<file path="src/rtl/msh_pkg.sv">
// Package for the MFM sector header decoder: word types, kinds, MFM constants.
// Used by every module of the block; no dependencies.
package msh_pkg;

    // Default number of label longwords in a sector header
    localparam int unsigned LABEL_WORDS_DEF = 4;

    // Clock bits are dropped, data bits kept
    localparam logic [31:0] MFM_MASK = 32'h5555_5555;

    // Result kind codes
    typedef enum logic [1:0] {
        KIND_INFO      = 2'd0,
        KIND_LABEL     = 2'd1,
        KIND_HDR_CSUM  = 2'd2,
        KIND_DATA_CSUM = 2'd3
    } kind_t;

    // Input word: one raw longword from the track
    typedef struct packed {
        logic [31:0] raw_word;
        logic        sector_start;
    } in_t;

    // Result word
    typedef struct packed {
        kind_t       kind;
        logic [31:0] merged_value;
        logic [7:0]  format_byte;
        logic [6:0]  cylinder;
        logic        head;
        logic [7:0]  sector_id;
        logic [7:0]  sectors_to_gap;
        logic [1:0]  label_index;
        logic        header_ok;
    } out_t;

    // Merge an odd/even pair of MFM halves into one longword
    function automatic logic [31:0] merge_halves(input logic [31:0] odd,
                                                 input logic [31:0] even);
        merge_halves = ((odd & MFM_MASK) << 1) | (even & MFM_MASK);
    endfunction

endpackage

</file>
<file path="src/rtl/msh_in_stage.sv">
// Input register of the sector header decoder.
// Depends on msh_pkg for the input word type.
module msh_in_stage (
    input  logic         clk,
    input  logic         rst_n,
    input  logic         item_valid,
    output logic         item_stall,
    input  msh_pkg::in_t item,
    input  logic         advance,
    output logic         held_valid,
    output msh_pkg::in_t held
);
    import msh_pkg::*;

    logic valid_reg;
    logic valid_next;
    in_t  word_reg;
    logic accept;

    // Stall only while a held word cannot move on
    assign item_stall = valid_reg && !advance;
    assign accept     = item_valid && !item_stall;

    always_comb
    begin
        if (accept)
            valid_next = 1'b1;
        else if (advance)
            valid_next = 1'b0;
        else
            valid_next = valid_reg;
    end

    always_ff @(posedge clk or negedge rst_n)
    begin
        if (!rst_n)
            valid_reg <= 1'b0;
        else
            valid_reg <= valid_next;
    end

    // Payload, no reset needed
    always_ff @(posedge clk)
    begin
        if (accept)
            word_reg <= item;
    end

    assign held_valid = valid_reg;
    assign held       = word_reg;

endmodule

</file>
<file path="src/rtl/msh_decode.sv">
// Sector position tracking, odd-half and label storage, checksum and merge logic.
// Depends on msh_pkg for word types, kind codes and the merge function.
module msh_decode #(
    parameter int unsigned LABEL_WORDS = msh_pkg::LABEL_WORDS_DEF
) (
    input  logic          clk,
    input  logic          rst_n,
    input  logic          fire,
    input  msh_pkg::in_t  word,
    output logic          res_valid,
    output msh_pkg::out_t res
);
    import msh_pkg::*;

    localparam int unsigned POS_LABEL_ODD  = 2;
    localparam int unsigned POS_LABEL_EVEN = 2 + LABEL_WORDS;
    localparam int unsigned POS_HDR        = 2 + 2 * LABEL_WORDS;
    localparam int unsigned POS_DATA       = POS_HDR + 2;
    localparam int unsigned POS_IDLE       = POS_DATA + 2;
    localparam int unsigned POS_W          = $clog2(POS_IDLE + 1);
    localparam int unsigned IDX_W          = (LABEL_WORDS > 1) ? $clog2(LABEL_WORDS) : 1;

    logic [POS_W-1:0] pos_reg;
    logic [POS_W-1:0] pos_next;
    logic [31:0]      odd_reg;
    logic [31:0]      odd_next;
    logic [31:0]      xor_reg;
    logic [31:0]      xor_next;
    logic [31:0]      label_mem [LABEL_WORDS];

    logic [POS_W-1:0] pos_eff;
    logic [POS_W-1:0] rel_odd;
    logic [POS_W-1:0] rel_even;
    logic [31:0]      xor_base;
    logic             active;
    logic             at_info_odd;
    logic             at_info_even;
    logic             at_lab_odd;
    logic             at_lab_even;
    logic             at_hdr_odd;
    logic             at_hdr_even;
    logic             at_data_odd;
    logic             at_data_even;
    logic [IDX_W-1:0] wr_idx;
    logic [IDX_W-1:0] rd_idx;
    logic [IDX_W+1:0] rd_idx_ext;
    logic [31:0]      merged_odd;
    logic [31:0]      merged_lab;

    // A sector start restarts at the odd info word with a fresh checksum
    assign pos_eff  = word.sector_start ? '0 : pos_reg;
    assign xor_base = word.sector_start ? '0 : xor_reg;
    assign active   = pos_eff < POS_W'(POS_IDLE);

    // Position decode
    assign at_info_odd  = pos_eff == '0;
    assign at_info_even = pos_eff == POS_W'(1);
    assign at_lab_odd   = (pos_eff >= POS_W'(POS_LABEL_ODD)) &&
                          (pos_eff <  POS_W'(POS_LABEL_EVEN));
    assign at_lab_even  = (pos_eff >= POS_W'(POS_LABEL_EVEN)) &&
                          (pos_eff <  POS_W'(POS_HDR));
    assign at_hdr_odd   = pos_eff == POS_W'(POS_HDR);
    assign at_hdr_even  = pos_eff == POS_W'(POS_HDR + 1);
    assign at_data_odd  = pos_eff == POS_W'(POS_DATA);
    assign at_data_even = pos_eff == POS_W'(POS_DATA + 1);

    assign rel_odd    = pos_eff - POS_W'(POS_LABEL_ODD);
    assign rel_even   = pos_eff - POS_W'(POS_LABEL_EVEN);
    assign wr_idx     = rel_odd[IDX_W-1:0];
    assign rd_idx     = rel_even[IDX_W-1:0];
    assign rd_idx_ext = {2'b00, rd_idx};

    assign merged_odd = merge_halves(odd_reg, word.raw_word);
    assign merged_lab = merge_halves(label_mem[rd_idx], word.raw_word);

    // Next state
    always_comb
    begin
        pos_next = pos_reg;
        odd_next = odd_reg;
        xor_next = xor_reg;
        if (fire)
        begin
            if (active)
            begin
                pos_next = pos_eff + POS_W'(1);
                xor_next = (pos_eff < POS_W'(POS_HDR)) ? (xor_base ^ word.raw_word)
                                                       : xor_base;
                if (at_info_odd || at_hdr_odd || at_data_odd)
                    odd_next = word.raw_word;
            end
            else
            begin
                pos_next = POS_W'(POS_IDLE);
            end
        end
    end

    always_ff @(posedge clk or negedge rst_n)
    begin
        if (!rst_n)
        begin
            pos_reg <= POS_W'(POS_IDLE);
            odd_reg <= '0;
            xor_reg <= '0;
        end
        else
        begin
            pos_reg <= pos_next;
            odd_reg <= odd_next;
            xor_reg <= xor_next;
        end
    end

    // Odd label halves, written before their even partner is read
    always_ff @(posedge clk)
    begin
        if (fire && at_lab_odd)
            label_mem[wr_idx] <= word.raw_word;
    end

    // Result word
    always_comb
    begin
        res       = '0;
        res.kind  = KIND_INFO;
        res_valid = active && (at_info_even || at_lab_even || at_hdr_even || at_data_even);
        if (at_info_even)
        begin
            res.kind           = KIND_INFO;
            res.merged_value   = merged_odd;
            res.format_byte    = merged_odd[31:24];
            res.cylinder       = merged_odd[23:17];
            res.head           = merged_odd[16];
            res.sector_id      = merged_odd[15:8];
            res.sectors_to_gap = merged_odd[7:0];
        end
        else if (at_lab_even)
        begin
            res.kind         = KIND_LABEL;
            res.merged_value = merged_lab;
            res.label_index  = rd_idx_ext[1:0];
        end
        else if (at_hdr_even)
        begin
            res.kind         = KIND_HDR_CSUM;
            res.merged_value = merged_odd;
            res.header_ok    = (xor_base & MFM_MASK) == merged_odd;
        end
        else if (at_data_even)
        begin
            res.kind         = KIND_DATA_CSUM;
            res.merged_value = merged_odd;
        end
    end

    // A sector start always lands on the even info position next
    a_start_pos: assert property (@(posedge clk) disable iff (!rst_n)
        fire && word.sector_start |=> pos_reg == POS_W'(1))
        else $error("position not restarted by sector start");

    // Position never passes the idle point
    a_pos_range: assert property (@(posedge clk) disable iff (!rst_n)
        pos_reg <= POS_W'(POS_IDLE))
        else $error("position beyond idle");

    // Without a processed word the sector state holds
    a_hold: assert property (@(posedge clk) disable iff (!rst_n)
        !fire |=> $stable(pos_reg) && $stable(xor_reg))
        else $error("sector state changed without a word");

endmodule

</file>
<file path="src/rtl/msh_out_stage.sv">
// Result register of the sector header decoder.
// Depends on msh_pkg for the result word type.
module msh_out_stage (
    input  logic          clk,
    input  logic          rst_n,
    input  logic          load,
    input  logic          load_valid,
    input  msh_pkg::out_t load_word,
    output logic          free,
    output logic          result_valid,
    input  logic          result_stall,
    output msh_pkg::out_t result
);
    import msh_pkg::*;

    logic valid_reg;
    logic valid_next;
    out_t word_reg;

    // Room for a new result when empty or being taken this cycle
    assign free = !valid_reg || !result_stall;

    always_comb
    begin
        if (load)
            valid_next = load_valid;
        else if (!result_stall)
            valid_next = 1'b0;
        else
            valid_next = valid_reg;
    end

    always_ff @(posedge clk or negedge rst_n)
    begin
        if (!rst_n)
            valid_reg <= 1'b0;
        else
            valid_reg <= valid_next;
    end

    always_ff @(posedge clk)
    begin
        if (load && load_valid)
            word_reg <= load_word;
    end

    assign result_valid = valid_reg;
    assign result       = word_reg;

endmodule

</file>
<file path="src/rtl/mfm_sector_header_decoder_core.sv">
// Top level of the MFM sector header decoder.
// An accepted word passes through the input register, then the result register.
// Throughput: one word per cycle while the result is not stalled, set by the input and result registers.
// The position / checksum update for each word is computed combinationally and registered.
// Reset: idle until a sector start, odd half and checksum cleared, no result held.
// Depends on msh_pkg, msh_in_stage, msh_decode and msh_out_stage.
module mfm_sector_header_decoder_core #(
    parameter int unsigned LABEL_WORDS = msh_pkg::LABEL_WORDS_DEF
) (
    input  logic          clk,
    input  logic          rst_n,
    input  logic          item_valid,
    output logic          item_stall,
    input  msh_pkg::in_t  item,
    output logic          result_valid,
    input  logic          result_stall,
    output msh_pkg::out_t result
);
    import msh_pkg::*;

    logic held_valid;
    in_t  held;
    logic advance;
    logic out_free;
    logic res_valid;
    out_t res;

    // Held word moves on when the result register has room
    assign advance = held_valid && out_free;

    msh_in_stage u_in (
        .clk        (clk),
        .rst_n      (rst_n),
        .item_valid (item_valid),
        .item_stall (item_stall),
        .item       (item),
        .advance    (advance),
        .held_valid (held_valid),
        .held       (held)
    );

    msh_decode #(
        .LABEL_WORDS (LABEL_WORDS)
    ) u_dec (
        .clk       (clk),
        .rst_n     (rst_n),
        .fire      (advance),
        .word      (held),
        .res_valid (res_valid),
        .res       (res)
    );

    msh_out_stage u_out (
        .clk          (clk),
        .rst_n        (rst_n),
        .load         (advance),
        .load_valid   (res_valid),
        .load_word    (res),
        .free         (out_free),
        .result_valid (result_valid),
        .result_stall (result_stall),
        .result       (result)
    );

    // Input stalls only when a result is blocked downstream
    a_stall_cause: assert property (@(posedge clk) disable iff (!rst_n)
        item_stall |-> result_valid && result_stall)
        else $error("input stalled without a blocked result");

endmodule

</file>
<file path="config.mk">
export PLATFORM = sky130hd
export DESIGN_NAME = mfm_sector_header_decoder_core
export DESIGN_NICKNAME = d
export VERILOG_FILES = /design/src/rtl/msh_pkg.sv /design/src/rtl/msh_in_stage.sv /design/src/rtl/msh_decode.sv /design/src/rtl/msh_out_stage.sv /design/src/rtl/mfm_sector_header_decoder_core.sv
export SDC_FILE = /design/constraint.sdc
export NUM_CORES = 1
export LEC_CHECK = 0
export BUFFER_PORTS_ARGS = -buffer_cell sky130_fd_sc_hd__clkbuf_2
export CAP_MARGIN = 5
export CORE_ASPECT_RATIO = 0.7
export CORE_MARGIN = 2
export CORE_UTILIZATION = 25
export CTS_BUF_LIST = sky130_fd_sc_hd__clkbuf_2
export CTS_CLUSTER_DIAMETER = 200
export DETAILED_ROUTE_END_ITERATION = 10
export HOLD_SLACK_MARGIN = 0.08
export MAX_ROUTING_LAYER = met4
export PLACE_DENSITY = 0.45
export REMOVE_ABC_BUFFERS = 1
export SETUP_SLACK_MARGIN = 0.05
export SLEW_MARGIN = 20
export SYNTH_ARGS = -nofsm -noshare
export SYNTH_HDL_FRONTEND = slang
export SYNTH_SLANG_ARGS = --single-unit
</file>
<file path="constraint.sdc">
create_clock -name clk -period 11.9 [get_ports clk]
set_input_delay 2.38 -clock clk [delete_from_list [all_inputs] [get_ports clk]]
set_output_delay 2.38 -clock clk [all_outputs]
set_load 0.02 [all_outputs]
</file>
# [After elaboration in Yosys (flattened, before gate mapping)]
# Memories as Yosys holds them, arrays and structs flattened.
# Cells that the tools add are included.
[op_classes] n_eq_ne=7 add_sub_neg=3 muxes=14 order_cmp=5 n_bitwise=5 n_reduce_logical=25
[op_table] operator="two-way mux 32 bit" count=3
[op_table] operator="two-way mux 34 bit" count=2
[op_table] operator="bitwise OR 32 x 31 -> 32 bit" count=2
[op_table] operator="two-way mux 33 bit" count=1
[op_table] operator="== test 31 x 32 -> 1 bit" count=1
[op_table] operator="XOR 32 bit" count=1
[op_table] operator="== test 4 bit, second input constant" count=4
[op_table] operator="logical AND 1 bit" count=8
[op_table] operator="less-than comparator 4 bit, second input constant" count=2
[op_table] operator="two-way mux 4 bit" count=2
[op_table] operator="logical OR 1 bit" count=6
[op_table] operator="two-way mux 1 bit" count=6
[op_table] operator="adder 4 x 1 -> 4 bit, second input constant" count=1
[op_table] operator="== test 4 x 1 -> 1 bit, second input constant" count=1
[op_table] operator=">= comparator 4 x 2 -> 1 bit, second input constant" count=1
[op_table] operator=">= comparator 4 x 3 -> 1 bit, second input constant" count=1
[op_table] operator="logical NOT 1 bit" count=4
[op_table] operator="logical NOT 4 bit" count=1
[op_table] operator="less-than comparator 4 x 3 -> 1 bit, second input constant" count=1
[op_table] operator="OR reduction 2 bit" count=2
[op_table] operator="subtractor 2 bit, second input constant" count=2
[op_table] operator="AND reduction 3 bit" count=1
[op_table] operator="OR reduction 3 bit" count=1
[op_table] operator="inequality test 2 x 1 -> 1 bit, second input constant" count=1
[op_table] operator="other kinds (3)" count=4
[word_totals] mem_bits_rw=128 input_bits=37 word_cells=77 n_memories=1 regBits=171 out_inout_bits=71
[memory_table] memory="u_dec.label_mem" depth=4 word_bits=32 read_ports=1 rd_clocked_by_memory_dff=0 wr=1 line_no="msh_decode.sv:29" rtl="logic [31:0] label_mem [LABEL_WORDS];"

# [Depth between registers and ports, before layout]
# Gate-level depths: netlist of the first run.
[depth] word_depth=8 depth_mapped=13 depth_no_buf=8

# [Cells and area by module]
# Synthesis of the first run repeated with hierarchy kept, for this count alone.
[hier_totals] hier_cells=554 area_unflattened_um2=8468.1
[modules_own_cells] mod="msh_decode" n_inst=1 area_per_inst_um2=5296.3 cells_each=442
[modules_own_cells] mod="msh_out_stage" n_inst=1 area_per_inst_um2=2117.0 cells_each=73
[modules_own_cells] mod="msh_in_stage" n_inst=1 area_per_inst_um2=1048.5 cells_each=38
[modules_own_cells] mod="mfm_sector_header_decoder_core" n_inst=1 area_per_inst_um2=6.3 cells_each=1

# [Worst setup path after synthesis of the first run]
# Ideal clock, no wire load.
[synth_path] path_kind="input-to-reg" startpoint="input port result_stall" endpoint="register u_out.word_reg (netlist bit u_out.result[0]), enable pin" path_slack_ns=6.655 arrival_ns=4.811 t_required_ns=11.465 setup_ns=0.435 stages=4 cell_sequence="a21bo_2 -> a31oi_4 -> clkbuf_1 -> and2_1"
[synth_between] elab_chain_len=4
[synth_lines] item="start: declaration" line_no="mfm_sector_header_decoder_core.sv:16" rtl="input logic result_stall,"
[synth_lines] item="logical NOT 1 bit" line_no="msh_out_stage.sv:21" rtl="assign free = !valid_reg || !result_stall;"
[synth_lines] item="logical OR 1 bit" line_no="msh_out_stage.sv:21"
[synth_lines] item="logical AND 1 bit" line_no="mfm_sector_header_decoder_core.sv:29" rtl="assign advance = held_valid && out_free;"
[synth_lines] item="logical AND 1 bit" line_no="msh_out_stage.sv:43" rtl="if (load && load_valid)"
[synth_lines] item="end signal: assignment" line_no="msh_out_stage.sv:44" rtl="word_reg <= load_word;"
[synth_lines] item="end: declaration" line_no="msh_out_stage.sv:18" rtl="out_t word_reg;"
# No other way between the ends.
# A chain may end at the register's enable or synchronous reset.

# [Worst setup path after layout of the first run]
[layout_path] startpoint="input port result_stall" endpoint="output port item_stall"
[layout_between] elab_chain_len=5
[layout_lines] item="logical NOT 1 bit" line_no="msh_out_stage.sv:21"
[layout_lines] item="logical OR 1 bit" line_no="msh_out_stage.sv:21"
[layout_lines] item="logical AND 1 bit" line_no="mfm_sector_header_decoder_core.sv:29"
[layout_lines] item="logical NOT 1 bit" line_no="msh_in_stage.sv:21" rtl="assign item_stall = valid_reg && !advance;"
[layout_lines] item="logical AND 1 bit" line_no="msh_in_stage.sv:21"
[layout_lines] item="end: declaration" line_no="mfm_sector_header_decoder_core.sv:13" rtl="output logic item_stall,"
# No other way between the ends.

==> impl_metrics.py, run 1 <==
metrics = {
    "run_status": {
        "status": "finished clean",
    },
    "synth": {
        "yosysTopAreaCell": "edfxtp_1",
        "synth-edff-count": 150,
        "ys_seq_area_share_pct": 69.5,
        "netlist_instances": 545,
        "synth_top_family_by_area": "simple AND/OR/NAND/NOR gates",
        "synth_compound_area_share_pct": 8.30,
        "synth_commonest_cells": "150 x edfxtp_1, 42 x nand2_1, 39 x mux2i_1",
        "yosysWarnings": 0,
        "ys_ff_latch": 188,
        "synth_area_sq_um": 7860,
        "async_flop_share_pct": 20.2,
        "synth_area_leaders": "edfxtp_1 57%, dfrtp_1 11%, mux2i_1 5.0%",
        "synth_fa_ha_area_share_pct": 0.478,
        "yosysMostFrequentCell": "edfxtp_1",
        "synthSimpleGateAreaFrac_pct": 10.9,
        "synth_mux_area_share_pct": 7.26,
        "syn_avg_cell_area_sq_um": 14.4,
        "synth_xor_area_share_pct": 1.00,
        "synth_top_area_share_pct": 57.3,
        "synth-main-ff-cell": "edfxtp_1",
        "ys_types": 53,
    },
    "finish": {
        "num_antenna_cells": 0,
        "fin_area_sq_um": 8930,
        "drive_gt1_share_pct": 23.4,
        "area_delta_synth_final_pct": 13.7,
        "largest_reg_flops": 69,
        "finalNetCount": 664,
        "finalNonFillerCells": 1057,
        "final_util_pct": 28.8,
    },
    "detailed_routing": {
        "routed_wirelength_um": 20000,
        "drtAntennaViolNets": 0,
        "drt-met1-wl_um": 9400,
        "avgViaCountPerCell": 4.57,
        "top_layer_used": "met4",
        "wl_per_cell_um": 18.9,
        "routed-via-count": 4828,
        "dr.pass1.iters": 5,
        "met3_length_um": 1050,
        "drtIter0Drc": 366,
        "drc": 0,
        "dr_wl_met2_um": 9240,
    },
    "clock_network": {
        "ctsHoldBuffers": 0,
        "cts_buffers": 17,
        "cts.sink_count": 188,
        "cts_tree": "built",
        "ctsLongestPathBuffers": 2,
        "post_cts_buffers": 0,
        "insertion_delay_ns": 0.80,
        "htreeDepth": 4,
        "root_buffer": "clkbuf_2",
        "cts_resized": 0,
        "clk_pin_slew_ns": 0.25,
    },
    "worst_setup_path": {
        "r2r_slack_ns": 7.25,
        "r2r-end": "u_out.result[2]",
        "critPathKind": "in2out",
        "worstPathRequired_ns": 9.52,
        "reg2reg_from": "u_in.held[0]",
        "endpoint_kind": "primary output",
        "rr_worst_depth": 8,
        "crit_path_start_kind": "input port",
        "cp_max_fo": 4,
        "worstPathArrival_ns": 2.88,
    },
    "hold_path": {
        "hp-class": "reg2reg",
        "hold_depth": 1,
        "worstHoldEndpoint": "u_dec.odd_reg[14]",
        "min_from": "u_dec.odd_reg[14]",
    },
    "floorplan": {
        "die_area_sq_um": 32900,
        "ios": 108,
        "die_w_um": 216,
        "start_util_pct": 25.3,
        "dieHeight_um": 152,
        "row_count": 54,
        "core_area_sq_um": 31000,
    },
    "global_route": {
        "antenna_found_initial": 1,
        "grt_max_degree": 70,
        "grt_pass1_wl_um": 29900,
        "grt-ovfl-total": 0,
        "grt_pass1_vias": 5031,
        "grt.total_usage_pct": 12.7,
    },
    "sta": {
        "period_minus_slack_ns": 5.26,
        "grt_setup_unrepaired": "no",
        "max_slew_margin_pct": 34.1,
        "finalSetupTns_ns": 0,
        "setup_viol": 0,
        "timing.fmax_mhz": 190,
        "worstMarginPinSlew_ns": 0.988,
        "fin_crit_sh_pct": 44.2,
        "holdWs_ns": 0.582,
        "finalMaxSlewViolations": 0,
        "finalHoldViolations": 0,
        "fin_skew_ns": 0.0432,
    },
    "power": {
        "combPwrFrac_pct": 30.4,
        "switchingPower_mw": 0.729,
        "max-vdd-ir-drop_v": 0.0000697,
        "p_int_mw": 1.20,
        "pwr-share-seq_pct": 53.7,
        "power_leakage_nw": 3.34,
        "power_switching_share_pct": 37.9,
        "p_per_area_nw_per_um2": 215,
        "pwr-share-clk_pct": 15.8,
    },
    "place": {
        "postPlaceCellArea_sq_um": 8720,
        "dp_hpwl_um": 12800,
        "dpl.cell_count": 1025,
        "port_buffers": 91,
        "place.gp.congestion": 0.754,
    },
    "job": {
        "drv_cap": 0,
    },
}
-- worst max-delay path, stage by stage --
cell      delay [ns]
clkbuf_2        0.11
nand3_1         0.12
inv_1           0.10
clkbuf_2        0.17
-- final cells by class --
type | count | area, sq um
clock buffers | 19 | 95.1
clock inverters | 13 | 116
fillers | 3128 | 22100
inverters | 5 | 18.8
multi-input cells | 314 | 2210
flip-flops and latches | 188 | 5460
well taps | 420 | 526
repair buffers | 98 | 508
-- cell families (layout without fill, tap and decap cells) --
group | count (synthesis) | after routing
buffers and inverters | 43 | 135
muxes | 55 | 55
DFF | 188 | 188
and+or+nand+nor | 162 | 162
adders and majority gates | 3 | 3
xor gates and xnor gates | 9 | 9
AOI/OAI and AO/OA | 85 | 85
-- routing by layer --
| metal | track usage [%] | up-vias |
|---|---|---|
| li1 | - | 2233 |
| met1 | 16.7 | 2434 |
| met2 | 19.5 | 138 |
| met3 | 3.13 | 23 |
| met4 | 3.45 | 0 |
| met5 | - | - |
-- cells in the final DEF, fill, tap and decap left out, types with 3 or more instances in the layout --
| master | synthesis | final |
|---|---|---|
| o32ai_1 | 8 | 8 |
| and3_1 | 32 | 32 |
| a31oi_1 | 13 | 13 |
| xnor2_1 | 6 | 6 |
| inv_6 | 0 | 4 |
| xor2_1 | 3 | 3 |
| or2_2 | 3 | 3 |
| nand2b_1 | 3 | 3 |
| and2_1 | 21 | 20 |
| o22ai_1 | 9 | 9 |
| inv_1 | 5 | 5 |
| mux2_1 | 10 | 10 |
| nor2_1 | 28 | 28 |
| nor3_1 | 4 | 3 |
| o22a_1 | 5 | 5 |
| a21oi_1 | 11 | 11 |
| a22oi_1 | 10 | 10 |
| buf_4 | 1 | 7 |
| clkbuf_2 | 0 | 110 |
| nand3_1 | 9 | 9 |
| nor4bb_1 | 5 | 5 |
| o221ai_1 | 7 | 7 |
| dfstp_2 | 3 | 3 |
| nor4_1 | 4 | 4 |
| ha_1 | 3 | 3 |
| a32o_1 | 9 | 9 |
| clkinvlp_4 | 0 | 4 |
| dfrtp_1 | 35 | 35 |
| nand2_1 | 42 | 42 |
| mux2i_1 | 39 | 39 |
| edfxtp_1 | 150 | 150 |
| mux2_2 | 6 | 6 |
-- power by group through the flow --
stage,clock [mW],combinational [mW],sequential [mW]
2_1_floorplan,0,0.321,1.09
3_3_place_gp,0,0.578,1.04
6_report,0.304,0.586,1.03
3_5_place_dp,0,0.595,1.05
4_1_cts,0.315,0.597,1.03
5_1_grt,0.342,0.642,1.06
-- worst max path at each step --
stage                           from              end  slack (ns)  cells after the start
floorplan           u_dec.pos_reg[0]  u_out.result[0]        6.05                      7
global placement        result_stall       item_stall        6.62                      4
detailed placement      result_stall       item_stall        6.63                      4
CTS                     result_stall       item_stall        6.63                      4
global route            result_stall       item_stall        6.57                      4
finish                  result_stall       item_stall        6.64                      4
-- per-stage QoR --
| step | setup slack (ns) | total power [mW] |
|---|---|---|
| final | 6.64 | 1.92 |
| after global routing | 6.57 | 2.04 |
| after CTS | 6.63 | 1.95 |
| after detailed placement | 6.63 | 1.64 |
| after global placement | 6.62 | 1.62 |
| after floorplan | 6.05 | 1.41 |
Power figures use the tool's default switching activity.
==> run 2, diff against run 1 <==
--- a/config.mk
+++ b/config.mk
@@ -5,6 +5,7 @@
 export SDC_FILE = /design/constraint.sdc
 export NUM_CORES = 1
 export LEC_CHECK = 0
+export ABC_AREA = 1
 export BUFFER_PORTS_ARGS = -buffer_cell sky130_fd_sc_hd__clkbuf_2
 export CAP_MARGIN = 5
 export CORE_ASPECT_RATIO = 0.7
==> constraint.sdc (replaced) <==
create_clock -name clk -period 5.2 [get_ports clk]
set_input_delay 1.04 -clock clk [delete_from_list [all_inputs] [get_ports clk]]
set_output_delay 1.04 -clock clk [all_outputs]
set_load 0.02 [all_outputs]
==> run 2 against run 1 <==
Count of clock-buffer cells in the layout rose by 2; area after synthesis rose by 2.2%; first-iteration DRC count rose by 30%; combinational power rose by 140%; clock power rose by 130%; final cell count rose by 21%; core utilization rose by 0.28 points; synthesized cell count rose by 38%; register-to-register slack got worse by 5.9 ns; critical path type is now reg2reg; critical endpoint is now u_out.result[9].
==> impl_metrics.py, run 2 <==
metrics = {
    "power": {
        "switchingPower_mw": 1.76,
        "pwr-share-clk_pct": 16.0,
        "p_int_mw": 2.60,
        "pwr-share-seq_pct": 52.3,
        "p_per_area_nw_per_um2": 478,
        "combPwrFrac_pct": 31.7,
        "power_leakage_nw": 3.83,
        "max-vdd-ir-drop_v": 0.000146,
        "total_power_mw": 4.36,
        "power_switching_share_pct": 40.4,
    },
    "sta": {
        "setup_viol": 0,
        "max_slew_margin_pct": 31.8,
        "timing.fmax_mhz": 258,
        "finalHoldViolations": 0,
        "finalMaxSlewViolations": 0,
        "fin_crit_sh_pct": 74.5,
        "period_minus_slack_ns": 3.88,
        "grt_setup_unrepaired": "no",
        "fin_skew_ns": 0.0376,
        "worstMarginPinSlew_ns": 1.01,
        "finalSetupTns_ns": 0,
        "holdWs_ns": 0.247,
    },
    "global_route": {
        "grt_pass1_wl_um": 32600,
        "grt_pass1_vias": 5259,
        "grt-ovfl-total": 0,
        "antenna_found_initial": 0,
        "grt_max_degree": 41,
        "grt.total_usage_pct": 13.7,
    },
    "worst_setup_path": {
        "cp_max_fo": 40,
        "worstPathRequired_ns": 5.67,
        "slowest_delay_ns": 0.61,
        "critical-path-slowest-cell": "inv_2",
        "crit_path_start_kind": "flip-flop",
        "endpoint_kind": "flip-flop",
        "worstPathArrival_ns": 4.35,
        "worstPathCellList": "inv_2 -> nand2_1 -> buf_4 -> ha_1 -> nand3_1 -> nand2_4 -> o21ai_0 -> inv_2 -> buf_4",
        "critPathKind": "reg2reg",
    },
    "synth": {
        "async_flop_share_pct": 20.2,
        "ys_seq_area_share_pct": 68.0,
        "yosysWarnings": 0,
        "ys_types": 30,
        "synth_top_area_share_pct": 56.1,
        "ys_ff_latch": 188,
        "netlist_instances": 750,
        "synth_area_sq_um": 8030,
        "yosysMostFrequentCell": "nand2_1",
        "syn_avg_cell_area_sq_um": 10.7,
        "synth-main-ff-cell": "edfxtp_1",
        "synth_commonest_cells": "231 x nand2_1, 150 x edfxtp_1, 84 x nand3_1",
        "yosysTopAreaCell": "edfxtp_1",
        "synth-edff-count": 150,
        "synth_area_leaders": "edfxtp_1 56%, dfrtp_1 11%, nand2_1 11%",
    },
    "run_status": {
        "status": "finished clean",
    },
    "finish": {
        "finalNetCount": 882,
        "final.fill_count": 3307,
        "largest_reg_flops": 69,
        "final_common_cell": "nand2_1",
        "area_delta_synth_final_pct": 13.6,
        "most-common-layout-cells": "231 x nand2_1, 150 x edfxtp_1, 112 x clkbuf_2",
        "drive_gt1_share_pct": 21.1,
        "num_antenna_cells": 0,
        "fin_area_sq_um": 9120,
    },
    "clock_network": {
        "cts_resized": 0,
        "ctsHoldBuffers": 0,
        "cts_tree": "built",
        "clk_pin_slew_ns": 0.27,
        "post_cts_buffers": 0,
        "htreeDepth": 4,
        "insertion_delay_ns": 0.83,
        "root_buffer": "clkbuf_2",
        "cts_buffers": 17,
        "ctsLongestPathBuffers": 2,
        "cts.sink_count": 188,
    },
    "floorplan": {
        "die_w_um": 218,
        "row_count": 54,
        "ios": 108,
        "start_util_pct": 25.6,
        "dieHeight_um": 154,
        "core_area_sq_um": 31400,
        "die_area_sq_um": 33600,
    },
    "detailed_routing": {
        "drtIter0Drc": 476,
        "dr.pass1.iters": 5,
        "routed-via-count": 5457,
        "wl_per_cell_um": 16.9,
        "drc": 0,
        "drtAntennaViolNets": 0,
        "avgViaCountPerCell": 4.28,
        "routed_wirelength_um": 21500,
    },
    "place": {
        "port_buffers": 91,
        "dp_hpwl_um": 13900,
        "postPlaceCellArea_sq_um": 8910,
        "place.gp.congestion": 0.759,
    },
    "job": {
        "drv_cap": 0,
    },
    "hold_path": {
        "hp-class": "in2async",
    },
}
## run 2: stage by stage
stage,util (%),std cells,worst slack (ns)
5_1_grt,29.1,1275,1.03
3_5_place_dp,28.4,1243,1.07
3_3_place_gp,28.4,1243,1.13
4_1_cts,29.1,1275,1.29
6_report,29.1,1275,1.32
2_1_floorplan,-,724,1.16
## run 2: worst max-delay path: cells and delay by family, from the launching register on
family	cells	cell delay (ns)
flops	1	0.47
fa+ha+maj	1	0.32
buf+inv	4	1.79
simple gates	3	0.65
compound gates	1	0.23
## run 2: cell type report
class | instances | area (sq um) | area share (%)
clock inverters | 11 | 96.3 | 1.06
flip-flops and latches | 188 | 5460 | 59.9
clock buffers | 21 | 105 | 1.15
inverters | 65 | 246 | 2.70
well taps | 420 | 526 | 5.76
repair buffers | 99 | 515 | 5.65
multi-input cells | 471 | 2170 | 23.8
## run 2: routing by layer
metal / GRT usage [%] / part of all wire [%] / vias up
li1: - / - / 2661
met1: 20.0 / 52 / 2646
met2: 19.1 / 42 / 131
met3: 2.91 / 4.2 / 19
met4: 3.30 / 1.1 / 0
met5: - / 0 / -
## run 2: final timing paths
kind	start	to	slack, ns	cells past startpoint
max in group asynchronous	rst_n	u_dec.pos_reg[3]	4.53	2
max	u_in.held[0]	u_out.result[9]	1.32	9
min	rst_n	u_dec.xor_reg[18]	0.25	2
max reg2reg	u_in.held[0]	u_out.result[9]	1.32	9
min reg2reg	u_dec.xor_reg[0]	u_dec.xor_reg[0]	0.54	2
min in group clk	item[31]	u_in.held[31]	0.37	1
## run 2: power groups by stage
stage / combinational, mW / sequential, mW / clock, mW
2_1_floorplan: 0.763 / 2.40 / 0
3_3_place_gp: 1.39 / 2.31 / 0
3_5_place_dp: 1.40 / 2.32 / 0
4_1_cts: 1.40 / 2.28 / 0.725
5_1_grt: 1.55 / 2.33 / 0.782
6_report: 1.38 / 2.28 / 0.696
## run 2: logic make-up after synthesis
kind of cell,count (synthesis),share of synthesized area (%)
AOI/OAI and AO/OA,38,2.76
adders and majority gates,3,0.468
buffers and inverters,91,5.20
and+or+nand+nor,430,23.6
DFF,188,68.0
==> run 3, diff against run 2 <==
--- a/config.mk
+++ b/config.mk
@@ -16,7 +16,7 @@
 export DETAILED_ROUTE_END_ITERATION = 10
 export HOLD_SLACK_MARGIN = 0.08
 export MAX_ROUTING_LAYER = met4
-export PLACE_DENSITY = 0.45
+export PLACE_DENSITY = 0.47
 export REMOVE_ABC_BUFFERS = 1
 export SETUP_SLACK_MARGIN = 0.05
 export SLEW_MARGIN = 20
==> constraint.sdc (replaced) <==
create_clock -name clk -period 3.5 [get_ports clk]
set_input_delay 0.7 -clock clk [delete_from_list [all_inputs] [get_ports clk]]
set_output_delay 0.7 -clock clk [all_outputs]
set_load 0.02 [all_outputs]
==> run 3 against run 2 <==
Maximum frequency up 39%; sequential power up 47%; non-clock buffer count up 31; largest power group unchanged; core utilization increased by 0.93 points; register-to-register slack got worse by 0.61 ns; sequential cell count did not move; sequential share of layout area down 1.9 points; final area is 3.2% higher; count of clock-buffer cells in the layout down 3; global-route usage about the same; routed wire length decreased by 0.32%; largest cell class unchanged; hold slack improved by 0.23 ns.
==> impl_metrics.py, run 3 (synthesis gave the netlist of run 2 again) <==
metrics = {
    "detailed_routing": {
        "wl_per_cell_um": 16.4,
        "routed-via-count": 5606,
        "drc": 0,
        "routed_wirelength_um": 21400,
        "dr.pass1.iters": 5,
        "drtAntennaViolNets": 0,
        "drtIter0Drc": 403,
        "avgViaCountPerCell": 4.29,
    },
    "job": {
        "drv_cap": 0,
    },
    "place": {
        "post-place-ws_ns": 0.757,
        "place.gp.congestion": 0.761,
        "dpl.cell_count": 1254,
        "postPlaceCellArea_sq_um": 8990,
        "dp_hpwl_um": 14000,
        "port_buffers": 91,
    },
    "clock_network": {
        "cts_tree": "built",
        "cts.sink_count": 188,
        "clk_pin_slew_ns": 0.27,
        "htreeDepth": 4,
        "ctsLongestPathBuffers": 2,
        "cts_buffers": 17,
        "insertion_delay_ns": 0.83,
        "root_buffer": "clkbuf_2",
    },
    "global_route": {
        "antenna_found_initial": 0,
        "grt.total_usage_pct": 13.7,
        "grt_pass1_wl_um": 32700,
        "grt_max_degree": 70,
        "grt-ovfl-total": 0,
        "grt_pass1_vias": 5337,
    },
    "power": {
        "max-vdd-ir-drop_v": 0.000245,
        "power_switching_share_pct": 39.4,
        "pwr-share-seq_pct": 51.2,
        "power_leakage_nw": 3.99,
        "p_int_mw": 3.97,
        "combPwrFrac_pct": 32.4,
        "switchingPower_mw": 2.58,
        "p_per_area_nw_per_um2": 696,
        "pwr-share-clk_pct": 16.3,
    },
    "run_status": {
        "status": "finished clean",
    },
    "finish": {
        "most-common-layout-cells": "231 x nand2_1, 150 x edfxtp_1, 109 x clkbuf_2",
        "drive_gt1_share_pct": 20.8,
        "seqCellArea_sq_um": 5460,
        "final_common_cell": "nand2_1",
        "area_delta_synth_final_pct": 17.2,
        "final.fill_count": 3298,
        "num_antenna_cells": 0,
        "multi_input_area_sq_um": 2150,
        "finalNetCount": 913,
        "finalNonFillerCells": 1306,
        "largest_reg_flops": 69,
        "fin_area_sq_um": 9410,
    },
    "floorplan": {
        "die_area_sq_um": 33600,
        "dieHeight_um": 154,
        "row_count": 54,
        "start_util_pct": 25.6,
        "core_area_sq_um": 31400,
        "die_w_um": 218,
        "ios": 108,
    },
    "worst_setup_path": {
        "worstPathArrival_ns": 3.37,
        "crit_end": "u_out.result[60]",
        "r2r_slack_ns": 0.71,
        "crit_start": "u_in.held[0]",
        "endpoint_kind": "flip-flop",
        "critPathKind": "reg2reg",
        "crit_path_start_kind": "flip-flop",
        "cp_max_fo": 24,
        "reg2reg_from": "u_in.held[0]",
        "r2r-end": "u_out.result[60]",
        "worstPathRequired_ns": 4.08,
        "rr_worst_depth": 8,
    },
    "sta": {
        "timing.fmax_mhz": 359,
        "fin_ws_ns": 0.714,
        "setup_viol": 0,
        "finalHoldViolations": 0,
        "finalSetupTns_ns": 0,
        "grt_setup_unrepaired": "no",
        "max_slew_margin_pct": 46.2,
        "finalMaxSlewViolations": 0,
        "fin_crit_sh_pct": 79.6,
        "period_minus_slack_ns": 2.79,
        "fin_skew_ns": 0.0301,
        "worstMarginPinSlew_ns": 0.806,
    },
    "hold_path": {
        "hp-class": "in2async",
    },
}
[run 3: stage by stage]
| stage | hold WS, ns | utilization [%] | total power [mW] |
|---|---|---|---|
| after detailed placement | 0.489 | 28.7 | 5.55 |
| after global routing | 0.398 | 30.0 | 7.02 |
| after floorplan | 0.404 | - | 4.70 |
| final | 0.476 | 30.0 | 6.55 |
| after global placement | 0.485 | 28.7 | 5.53 |
| after CTS | 0.395 | 30.0 | 6.65 |
[run 3: area by class of cell]
type,count,area share [%]
Inverter,65,2.62
Tap cell,420,5.58
Multi-Input combinational cell,471,22.9
Clock buffer,18,0.957
Timing Repair Buffer,130,8.61
Sequential cell,188,58.0
Clock inverter,14,1.36
[run 3: worst max-delay path, cell delays in order, from the launching register on]
cell and delay [ns]:
edfxtp_1 0.50, inv_2 0.34, nand2_1 0.14, ha_1 0.29, nand3_4 0.11, buf_4 0.36
clkinv_1 0.47, nand2_1 0.22, nand3_1 0.11
[run 3: routing by layer]
| metal | vias up | track usage, % | wire [um] |
|---|---|---|---|
| li1 | 2717 | - | - |
| met4 | 0 | 3.66 | 188 |
| met5 | - | - | 0 |
| met1 | 2751 | 20.2 | 11000 |
| met2 | 125 | 18.9 | 9240 |
| met3 | 13 | 2.91 | 975 |
[run 3: power by group through the flow]
stage	registers (mW)	logic (mW)	clock network (mW)
final	3.36	2.12	1.07
after global routing	3.42	2.38	1.21
after CTS	3.36	2.16	1.13
after detailed placement	3.41	2.14	0
after global placement	3.42	2.11	0
after floorplan	3.57	1.13	0
[run 3: worst min-delay path by stage]
stage	startpoint	to	slack [ns]	depth (start not counted)
2_1_floorplan	rst_n	u_dec.odd_reg[0]	0.40	0
3_3_place_gp	u_dec.xor_reg[2]	u_dec.xor_reg[2]	0.48	2
3_5_place_dp	u_dec.xor_reg[14]	u_dec.xor_reg[14]	0.49	2
4_1_cts	rst_n	u_dec.odd_reg[10]	0.39	3
5_1_grt	rst_n	u_dec.odd_reg[10]	0.40	3
6_report	rst_n	u_dec.odd_reg[10]	0.48	3
[run 3: what timing repair did]
item | 4_1_cts | 5_1_grt
endpoints found under the setup margin | 0 | 0
setup buffers | 0 | 0
hold endpoints to repair | 54 | 0
resized for setup | 0 | 0
hold buffers | 20 | 0
